File: config.mk
export PLATFORM = sky130hd
export DESIGN_NAME = serial_shift_port_8bit
export DESIGN_NICKNAME = d
export VERILOG_FILES = /design/src/ssp8_pkg.sv /design/src/serial_shift_port_8bit.sv
export SDC_FILE = /design/constraint.sdc
export NUM_CORES = 1
export LEC_CHECK = 0
export BUFFER_PORTS_ARGS = -buffer_cell sky130_fd_sc_hd__buf_2
export CAP_MARGIN = 20
export CORE_MARGIN = 5
export CORE_UTILIZATION = 40
export CTS_CLUSTER_DIAMETER = 100
export DETAILED_ROUTE_END_ITERATION = 10
export PLACE_DENSITY = 0.55
export SLEW_MARGIN = 15
export SYNTH_ARGS = -nofsm -noshare
export SYNTH_HDL_FRONTEND = slang
export SYNTH_SLANG_ARGS = --single-unit
File: constraint.sdc
create_clock -name clk -period 4.85 [get_ports clk]
set_clock_uncertainty 0.05 [all_clocks]
set_input_delay 0.2425 -clock clk [delete_from_list [all_inputs] [get_ports clk]]
set_output_delay 0.2425 -clock clk [all_outputs]
set_load 0.01 [all_outputs]
File: src/ssp8_pkg.sv
// Package: shared types and constants of the 8-bit serial shift port.
`timescale 1ns / 1ps
`default_nettype none

package ssp8_pkg;

  // Item kinds carried in s_axis_tuser[1:0]
  typedef enum logic [1:0] {
    OP_TICK  = 2'd0,
    OP_READ  = 2'd1,
    OP_WRITE = 2'd2
  } opcode_t;

  // Register selector carried in s_axis_tuser[2]
  typedef enum logic {
    SEL_DATA = 1'b0,
    SEL_CTRL = 1'b1
  } reg_sel_t;

  localparam int BYTE_W   = 8;
  localparam int CD_W     = 10;
  localparam int CD_WIDE_W = CD_W + 1;
  localparam int STEP_W   = 4;

  localparam int STEP_CYCLES    = 122;
  localparam int STEPS_PER_BYTE = 8;

  localparam int CTRL_START_BIT = 7;
  localparam int CTRL_CLK_BIT   = 0;

  localparam int CD_MIN_INT = -(1 << (CD_W - 1));
  localparam int CD_MAX_INT = (1 << (CD_W - 1)) - 1;

  typedef logic signed [CD_W-1:0]      cd_t;
  typedef logic signed [CD_WIDE_W-1:0] cd_wide_t;
  typedef logic [STEP_W-1:0]           step_cnt_t;
  typedef logic [BYTE_W-1:0]           byte_t;

  localparam cd_t       CD_RELOAD   = cd_t'(STEP_CYCLES);
  localparam cd_wide_t  CDW_RELOAD  = cd_wide_t'(STEP_CYCLES);
  localparam cd_wide_t  CDW_MIN     = cd_wide_t'(CD_MIN_INT);
  localparam cd_wide_t  CDW_MAX     = cd_wide_t'(CD_MAX_INT);
  localparam step_cnt_t STEPS_START = step_cnt_t'(STEPS_PER_BYTE);

  // Result word fields
  typedef struct packed {
    logic  shifted_bit;
    logic  transfer_done;
    byte_t read_data;
  } result_t;

endpackage

`default_nettype wire

File: src/serial_shift_port_8bit.sv
// Top level: 8-bit serial shift port with data and control registers.
//
//  Channel  | Direction | tdata (low bit up)                         | tuser
//  s_axis   | in        | write_data[7:0], elapsed_cycles[15:8]      | opcode[1:0], reg_select[2]
//  m_axis   | out       | read_data[7:0], transfer_done[8],          | -
//           |           | shifted_bit[9], zeros[15:10]               |
//
//  One word per cycle sustained unless m_axis stalls; a result is offered on m_axis once its
//  word passes the input register, then the result register, set by the single update stage.
//  rst clears the port state, the countdown and both valid flags.
//  A stall on m_axis holds the result register; the input register still takes one
//  more word, then s_axis_tready drops until the result is taken.
`timescale 1ns / 1ps
`default_nettype none

module serial_shift_port_8bit (
  input  wire logic        clk,
  input  wire logic        rst,
  input  wire logic        s_axis_tvalid,
  output logic             s_axis_tready,
  input  wire logic [15:0] s_axis_tdata,   // write_data[7:0], elapsed_cycles[15:8]
  input  wire logic [2:0]  s_axis_tuser,   // opcode[1:0], reg_select[2]
  output logic             m_axis_tvalid,
  input  wire logic        m_axis_tready,
  output logic [15:0]      m_axis_tdata    // read_data[7:0], transfer_done[8],
                                           // shifted_bit[9], zero fill[15:10]
);

  // Input register
  logic                    in_valid;
  ssp8_pkg::opcode_t       in_opcode;
  ssp8_pkg::reg_sel_t      in_sel;
  ssp8_pkg::byte_t         in_wdata;
  ssp8_pkg::byte_t         in_cycles;

  // Result register
  logic                    out_valid;
  ssp8_pkg::result_t       res;

  // Port state
  ssp8_pkg::byte_t         send_byte;
  ssp8_pkg::byte_t         received_byte;
  logic                    start_flag;
  logic                    internal_clock;
  logic                    busy;
  ssp8_pkg::cd_t           cycle_countdown;
  ssp8_pkg::step_cnt_t     steps_left;
  ssp8_pkg::byte_t         out_shift;
  ssp8_pkg::byte_t         in_shift;

  ssp8_pkg::byte_t         send_byte_next;
  ssp8_pkg::byte_t         received_byte_next;
  logic                    start_flag_next;
  logic                    internal_clock_next;
  logic                    busy_next;
  ssp8_pkg::cd_t           cycle_countdown_next;
  ssp8_pkg::step_cnt_t     steps_left_next;
  ssp8_pkg::byte_t         out_shift_next;
  ssp8_pkg::byte_t         in_shift_next;
  ssp8_pkg::result_t       res_next;

  logic                    advance;
  logic                    s_fire;
  logic                    start_now;
  logic                    step;
  ssp8_pkg::cd_t           cd_base;
  ssp8_pkg::cd_wide_t      cd_sub;
  ssp8_pkg::cd_wide_t      cd_sub_sat;
  ssp8_pkg::cd_wide_t      cd_add;
  ssp8_pkg::cd_wide_t      cd_add_sat;

  assign advance       = in_valid && (!out_valid || m_axis_tready);
  assign s_axis_tready = !in_valid || advance;
  assign s_fire        = s_axis_tvalid && s_axis_tready;
  assign m_axis_tvalid = out_valid;
  assign m_axis_tdata  = {6'b000000, res};

  always_ff @(posedge clk) begin
    if (rst) begin
      in_valid <= 1'b0;
    end else if (s_fire) begin
      in_valid <= 1'b1;
    end else if (advance) begin
      in_valid <= 1'b0;
    end
  end

  always_ff @(posedge clk) begin
    if (s_fire) begin
      in_opcode <= ssp8_pkg::opcode_t'(s_axis_tuser[1:0]);
      in_sel    <= ssp8_pkg::reg_sel_t'(s_axis_tuser[2]);
      in_wdata  <= s_axis_tdata[7:0];
      in_cycles <= s_axis_tdata[15:8];
    end
  end

  always_ff @(posedge clk) begin
    if (rst) begin
      out_valid <= 1'b0;
    end else if (advance) begin
      out_valid <= 1'b1;
    end else if (m_axis_tready) begin
      out_valid <= 1'b0;
    end
  end

  always_ff @(posedge clk) begin
    if (advance) begin
      res <= res_next;
    end
  end

  always_ff @(posedge clk) begin
    if (rst) begin
      send_byte       <= '0;
      received_byte   <= '0;
      start_flag      <= 1'b0;
      internal_clock  <= 1'b0;
      busy            <= 1'b0;
      cycle_countdown <= '0;
      steps_left      <= '0;
      out_shift       <= '0;
      in_shift        <= '0;
    end else if (advance) begin
      send_byte       <= send_byte_next;
      received_byte   <= received_byte_next;
      start_flag      <= start_flag_next;
      internal_clock  <= internal_clock_next;
      busy            <= busy_next;
      cycle_countdown <= cycle_countdown_next;
      steps_left      <= steps_left_next;
      out_shift       <= out_shift_next;
      in_shift        <= in_shift_next;
    end
  end

  // Countdown path: load on start, subtract elapsed cycles, floor, add the reload value on a step and cap
  assign start_now  = start_flag && !busy;
  assign cd_base    = start_now ? ssp8_pkg::CD_RELOAD : cycle_countdown;
  assign cd_sub     = $signed({cd_base[ssp8_pkg::CD_W-1], cd_base})
                    - $signed({3'b000, in_cycles});
  assign cd_sub_sat = (cd_sub < ssp8_pkg::CDW_MIN) ? ssp8_pkg::CDW_MIN : cd_sub;
  assign cd_add     = cd_sub_sat + ssp8_pkg::CDW_RELOAD;
  assign cd_add_sat = (cd_add > ssp8_pkg::CDW_MAX) ? ssp8_pkg::CDW_MAX : cd_add;

  always_comb begin
    send_byte_next       = send_byte;
    received_byte_next   = received_byte;
    start_flag_next      = start_flag;
    internal_clock_next  = internal_clock;
    busy_next            = busy;
    cycle_countdown_next = cycle_countdown;
    steps_left_next      = steps_left;
    out_shift_next       = out_shift;
    in_shift_next        = in_shift;
    res_next             = '0;
    step                 = 1'b0;

    unique case (in_opcode)
      ssp8_pkg::OP_TICK: begin
        if (start_now) begin
          busy_next            = 1'b1;
          steps_left_next      = ssp8_pkg::STEPS_START;
          cycle_countdown_next = ssp8_pkg::CD_RELOAD;
          out_shift_next       = send_byte;
          in_shift_next        = '0;
        end
        if (start_now || busy) begin
          if (internal_clock) begin
            cycle_countdown_next = cd_sub_sat[ssp8_pkg::CD_W-1:0];
            step = (cd_sub_sat <= 0);
          end
          if (step) begin
            // rotate out the top bit, shift a zero into the incoming byte
            res_next.shifted_bit = out_shift_next[ssp8_pkg::BYTE_W-1];
            out_shift_next = {out_shift_next[ssp8_pkg::BYTE_W-2:0],
                              out_shift_next[ssp8_pkg::BYTE_W-1]};
            in_shift_next  = {in_shift_next[ssp8_pkg::BYTE_W-2:0], 1'b0};
            cycle_countdown_next = cd_add_sat[ssp8_pkg::CD_W-1:0];
            if (steps_left_next != '0) begin
              steps_left_next = steps_left_next - 1'b1;
            end
          end
          if (steps_left_next == '0) begin
            received_byte_next     = in_shift_next;
            busy_next              = 1'b0;
            start_flag_next        = 1'b0;
            res_next.transfer_done = 1'b1;
          end
        end
      end
      ssp8_pkg::OP_READ: begin
        if (in_sel == ssp8_pkg::SEL_DATA) begin
          res_next.read_data = received_byte;
        end else begin
          res_next.read_data[ssp8_pkg::CTRL_START_BIT] = start_flag;
          res_next.read_data[ssp8_pkg::CTRL_CLK_BIT]   = internal_clock;
        end
      end
      ssp8_pkg::OP_WRITE: begin
        if (in_sel == ssp8_pkg::SEL_DATA) begin
          send_byte_next = in_wdata;
        end else begin
          start_flag_next     = in_wdata[ssp8_pkg::CTRL_START_BIT];
          internal_clock_next = in_wdata[ssp8_pkg::CTRL_CLK_BIT];
        end
      end
      default: begin
        // unused code: no state change, zero result
      end
    endcase
  end

  // A transfer in flight always has steps left, and an idle port has none
  a_busy_steps: assert property (@(posedge clk) disable iff (rst)
    busy == (steps_left != '0))
    else $error("busy flag and step count disagree");

  a_steps_range: assert property (@(posedge clk) disable iff (rst)
    busy |-> (steps_left <= ssp8_pkg::STEPS_START))
    else $error("step count above one byte");

  a_done_clears: assert property (@(posedge clk) disable iff (rst)
    (advance && res_next.transfer_done) |=> (!busy && !start_flag))
    else $error("completion left start or busy set");

  a_nontick_quiet: assert property (@(posedge clk) disable iff (rst)
    (advance && in_opcode != ssp8_pkg::OP_TICK) |=>
      (!res.transfer_done && !res.shifted_bit))
    else $error("register access raised a tick flag");

  a_cd_bound: assert property (@(posedge clk) disable iff (rst)
    busy |-> (cycle_countdown <= ssp8_pkg::CD_RELOAD))
    else $error("countdown above reload value");

endmodule

`default_nettype wire

==> results of run 1 <==
[metrics by stage]
stage / std cells / total power [uW] / hold slack, ps
after global routing: 687 / 1670 / 17.1
after global placement: 671 / 852 / 369
final: 687 / 1600 / 32.4
after detailed placement: 671 / 853 / 371
after floorplan: 517 / 819 / 291
after CTS: 687 / 1620 / 23.9
[state kept, by name, summed over array words and instances, names as in the netlist]
register and cells:
cycle_countdown 10, m_axis_tdata 10, in_cycles 8, in_shift 8
in_wdata 8, out_shift 8, received_byte 8, send_byte 8
steps_left 4, in_opcode 2, busy 1, in_sel 1
in_valid 1, internal_clock 1, m_axis_tvalid 1, start_flag 1
[layer usage]
metal  up-vias  part of all wire (%)  global-route usage [%]
met5         -                     0                       0
met4         0                   1.4                    4.73
met3        11                   5.0                    2.93
met2        93                    47                    26.1
met1      1847                    46                    21.6
li1       1910                     -                       -
[power by group through the flow]
stage / registers, uW / clock network, uW / logic, uW
5_1_grt: 719 / 819 / 134
6_report: 717 / 765 / 121
4_1_cts: 718 / 779 / 121
2_1_floorplan: 733 / 0 / 86.2
3_3_place_gp: 732 / 0 / 120
3_5_place_dp: 732 / 0 / 121
[worst max-delay path, stage by stage, from the launching register on]
cell	delay, ps
dfxtp_1	460
nand2b_2	230
nand2_1	130
ha_1	160
inv_1	50
fa_1	410
a211oi_1	260
o21a_1	210
o2111ai_1	190
o22a_1	280
and2_1	180
ha_1	310
a21oi_1	270
nor3b_1	100
xnor2_1	290
a21oi_1	230
a2111oi_1	400
[layout make-up]
cell class	instances	area, sq um
Tap cell	143	179
Inverter	16	60.1
Clock inverter	5	104
Fill cell	1114	6130
Multi-Input combinational cell	387	2520
Timing Repair Buffer	45	253
Clock buffer	11	233
Sequential cell	80	1890
[worst min-delay path by stage]
stage | from | slack (ps) | cells past startpoint | endpoint
final | s_axis_tdata[3] | 30 | 1 | in_wdata[3]
after global routing | s_axis_tdata[6] | 20 | 1 | in_wdata[6]
after CTS | s_axis_tdata[7] | 20 | 1 | in_wdata[7]
after detailed placement | s_axis_tdata[13] | 370 | 1 | in_cycles[5]
after global placement | s_axis_tdata[9] | 370 | 1 | in_cycles[1]
after floorplan | s_axis_tdata[8] | 290 | 0 | in_cycles[0]
[Yosys cell counts (5+ instances only)]
cell type   n  area [sq um]
nand2_1    61           229
a21oi_1    56           280
dfxtp_1    51          1020
nor2_1     40           150
o21ai_0    30           150
edfxtp_1   29           871
clkbuf_1   19          71.3
nand3_1    18          90.1
inv_1      16          60.1
and2_1     14          87.6
mux2i_1    12           120
ha_1       11           138
nand2b_1    9          56.3
mux4_2      8           180
xnor2_1     8          70.1
buf_4       7          52.6
nor2b_1     7          43.8
a211oi_1    5          37.5
nor3_1      5          25.0
o211ai_1    5          37.5
o21a_1      5          37.5
[layout by cell type, fill, tap and decap left out, drive strengths merged, types with 5 or more instances in the layout]
cell,instances
a21o,5
mux2i,12
and2,14
ha,11
o21a,5
nand2b,10
clkbuf,11
nand3,18
a211oi,6
nor2,41
a21oi,58
mux4,8
edfxtp,29
o21ai,33
o211ai,8
nand2,62
conb,6
dfxtp,51
xnor2,8
buf,45
nor3,6
nor2b,7
inv,17
[kinds of logic (layout without fill, tap and decap cells)]
kind of cell,Yosys count,in the layout
AND/OR/NAND/NOR,181,181
AO/OA/AOI/OAI,155,155
flip-flops,80,80
buffers and inverters,50,77
multiplexers,21,21
adder cells (fa/ha/maj),12,12
XOR/XNOR,12,12
other,1,6
==> metrics.yaml, run 1 <==
outcome:
  status: "complete, no violations"
synth:
  synth_async_sr_flop_share_pct: 0
  synth_top_family_by_area: "compound AO/OA/AOI/OAI gates"
  synthMuxAreaShare_pct: 6.74
  synth_xor_area_share_pct: 2.27
  ys_seq_area_share_pct: 40.9
  yosys.area_share.simple_pct: 19.0
  avgSynthCellArea_sq_um: 9.03
  ys_seq_elements: 80
  yosysUniqueCellTypes: 73
  synth-adder-area-share_pct: 3.41
  ys_warn_count: 0
  synth_area_sq_mm: 0.00462
  synth_compound_area_share_pct: 22.5
  synth_cells: 512
  synthFlopType: "dfxtp_1"
  synth-edff-count: 29
power_and_ir_drop:
  power_switching_share_pct: 21.5
  p_leak_uw: 0.00190
  switchingPower_uw: 344
  seq_power_share_pct: 44.7
  ir_drop_uv: 286
  cellPowerDensity_mw_per_mm2: 306
  comb_power_share_pct: 7.6
  pwr-share-clk_pct: 47.7
  p_int_uw: 1260
floorplan:
  die_area_sq_mm: 0.0138
  die_h_um: 118
  die_x_um: 118
  core_sq_mm: 0.0114
  num_io_pins: 41
  initial_core_util_pct: 40.7
  rows: 39
layout:
  nets: 574
  diodes: 0
  drive_above_1_share_pct: 16.0
  design_area_sq_mm: 0.00524
  fin_util_pct: 46.1
  synthToLayoutAreaGrowth_pct: 13.4
route:
  ant_nets: 0
  vias: 3861
  vias_per_cell: 5.62
  wl_um: 11000
  routedWlPerCell_um: 15.9
  dr.first_iter.drc_count: 307
  drt_pass1_iterations: 4
  drcViolationCount: 0
critical_path:
  r2r_cells: 16
  cp_max_fo: 11
  cp-startpoint: "start_flag"
  end_kind: "register"
  timing.rr.start: "start_flag"
  criticalPathCategory: "reg -> reg"
  critPathCapture: "cycle_countdown[4]"
  r2r-end: "cycle_countdown[4]"
  worstPathArrival_ps: 4510
  start_kind: "register"
  worst-r2r-setup-slack_ps: 490
  crit_required_ps: 5000
timing:
  fmax_mhz: 229
  finalCriticalPeriod_ps: 4360
  tightest_slew_ps: 1020
  setup_tns_ps: 0
  rsz0062_at_grt: "false"
  hold_viol: 0
  timing.final.max_slew_violations: 0
  setup_violations: 0
  slew_headroom_pct: 31.9
  post-route-period-util_pct: 89.9
  timing.final.ws_setup_ps: 489
clocking:
  clockBufferDepth: 2
  clk_latency_ps: 330
  cts_root_buf: "clkbuf_16"
  cts_setup_buffers: 0
  cts_tree: "done"
  clk_pin_slew_worst_paths_ps: 60
  cts_resized: 0
  cts_hold_buffers: 0
  cts_htree_levels: 3
  cts_made_buffers: 9
  cts.sinks: 80
global_route:
  grt-ovfl-total: 0
  grt_max_degree: 54
  grt.total_usage_pct: 16.0
  grt_pass1_vias: 3709
  grt_antenna_before_repair: 0
  grt_pass1_wl_um: 18600
job:
  drv_cap: 0
place:
  placed_cell_area_sq_mm: 0.00490
  port_buffers: 34
  dp_slack_ps: 393
  place_congestion: 0.852
  dp_hpwl_um: 7920
worst_hold_path:
  hold_path_class: "in -> reg"
Power figures use the tool's default switching activity.
==> inputs of run 2 (changes only) <==
Settings changed: RECOVER_POWER from default to 25.
==> metrics.yaml, run 2 (synthesis gave the netlist of run 1 again) <==
timing:
  fmax_mhz: 229
  slew_headroom_pct: 32.7
  finalCriticalPeriod_ps: 4360
  setup_tns_ps: 0
  hold_viol: 0
  timing.final.max_slew_violations: 0
  tightest_slew_ps: 1010
  post-route-period-util_pct: 89.9
  setup_violations: 0
  rsz0062_at_grt: "false"
critical_path:
  criticalPathCategory: "reg -> reg"
  timing.rr.start: "start_flag"
  start_kind: "register"
  cpPeakStageDelay_ps: 460
  worstPathArrival_ps: 4510
  end_kind: "register"
  cp_max_fo: 11
  crit_required_ps: 5000
  r2r_cells: 16
  cp_slowest_cell: "dfxtp_1"
  cp_cell_sequence: "nand2b_2 > nand2_1 > ha_1 > inv_1 > fa_1 > a211oi_1 > o21a_1 > o2111ai_1 > o22a_1 > and2_1 > ha_1 > a21oi_1 > nor3b_1 > xnor2_1 > a21oi_1 > a2111oi_1"
  r2r-end: "cycle_countdown[4]"
  worst-r2r-setup-slack_ps: 490
route:
  vias: 3864
  vias_per_cell: 5.62
  drt_pass1_iterations: 4
  drcViolationCount: 0
  dr.first_iter.drc_count: 303
  ant_nets: 0
  wl_um: 11000
  routedWlPerCell_um: 16.0
clocking:
  cts_made_buffers: 9
  clockBufferDepth: 2
  clk_latency_ps: 330
  cts.sinks: 80
  cts_tree: "done"
  cts_hold_buffers: 0
  cts_htree_levels: 3
  cts_setup_buffers: 0
  clk_pin_slew_worst_paths_ps: 60
  cts_root_buf: "clkbuf_16"
worst_hold_path:
  hold_depth: 1
  hold_start: "s_axis_tdata[3]"
  hold_path_end: "in_wdata[3]"
  hold_path_class: "in -> reg"
power_and_ir_drop:
  p_leak_uw: 0.00188
  ir_drop_uv: 285
  power_uw: 1600
  cellPowerDensity_mw_per_mm2: 306
place:
  port_buffers: 34
  place_congestion: 0.852
  dp_hpwl_um: 7920
floorplan:
  rows: 39
  die_area_sq_mm: 0.0138
  core_sq_mm: 0.0114
  die_x_um: 118
  die_h_um: 118
  initial_core_util_pct: 40.7
  num_io_pins: 41
global_route:
  globalRouteMet3Util_pct: 2.93
  grt_max_degree: 54
  grt_antenna_before_repair: 0
  grt.met2_usage_pct: 26.1
  grt-ovfl-total: 0
  grt_pass1_wl_um: 18600
  busiest_layer: "met2"
  grt.total_usage_pct: 16.0
  met1_usage_pct: 21.6
  grt_pass1_vias: 3709
layout:
  final_cell_mix: "nand2_1 (61), a21oi_1 (56), dfxtp_1 (51), nor2_1 (40), o21ai_0 (30)"
  synthToLayoutAreaGrowth_pct: 13.2
  diodes: 0
  layout.cells.most_common: "nand2_1"
  drive_above_1_share_pct: 14.7
  nets: 574
outcome:
  status: "complete, no violations"
job:
  drv_cap: 0
run 2: cell count changes in the layout (fill, tap and decap cells not counted):
cell,change
clkbuf_1,+7
buf_2,-7
run 2: layout make-up:
type                    instances  area [sq um]
fillers                      1114          6140
multi-input cells             387          2520
flip-flops and latches         80          1890
repair buffers                 45           244
clock buffers                  11           233
well taps                     143           179
clock inverters                 5           104
inverters                      16          60.1
run 2: worst max-delay path by stage:
stage	startpoint	to	cells after the start
2_1_floorplan	busy	cycle_countdown[4]	20
3_3_place_gp	start_flag	out_shift[1]	13
3_5_place_dp	start_flag	out_shift[4]	13
4_1_cts	start_flag	out_shift[4]	13
5_1_grt	start_flag	received_byte[0]	14
6_report	start_flag	cycle_countdown[4]	16
run 2: critical path: cells and delay by family, from the launching register on:
kind                     cells  cell delay [ps]
AO/OA/AOI/OAI                7             1840
XOR/XNOR                     1              290
buffers and inverters        1               50
adder cells (fa/ha/maj)      3              880
AND/OR/NAND/NOR              4              640
flip-flops                   1              460
run 2: repair_timing:
| item | CTS | global route |
|---|---|---|
| hold endpoints to repair | 0 | 0 |
| resized for setup | 0 | 1 |
| endpoints found under the setup margin | 0 | 4 |
run 2: metal layers:
layer  up-vias  wire, um
met3        11       534
met5         -         0
met4         0       153
li1       1912         -
met2        91      5210
met1      1850      5070
run 2: power by group:
| part | total [uW] | switching [uW] | leakage, uW | internal [uW] |
|---|---|---|---|---|
| Combinational | 120 | 76.9 | 0.00102 | 43.6 |
| Sequential | 717 | 6.31 | 0.000689 | 711 |
| Clock | 765 | 261 | 0.000164 | 504 |
| Total | 1600 | 344 | 0.00188 | 1260 |
run 2: metrics by stage:
stage / util [%] / worst slack [ps] / instances / area, sq um / hold slack (ps)
floorplan: - / 552 / 517 / 4640 / 291
global route: 46.0 / 114 / 687 / 5230 / 17.1
global placement: 43.1 / 516 / 671 / 4900 / 369
detailed placement: 43.1 / 393 / 671 / 4900 / 371
finish: 46.0 / 489 / 687 / 5230 / 32.3
CTS: 46.1 / 386 / 687 / 5240 / 23.9
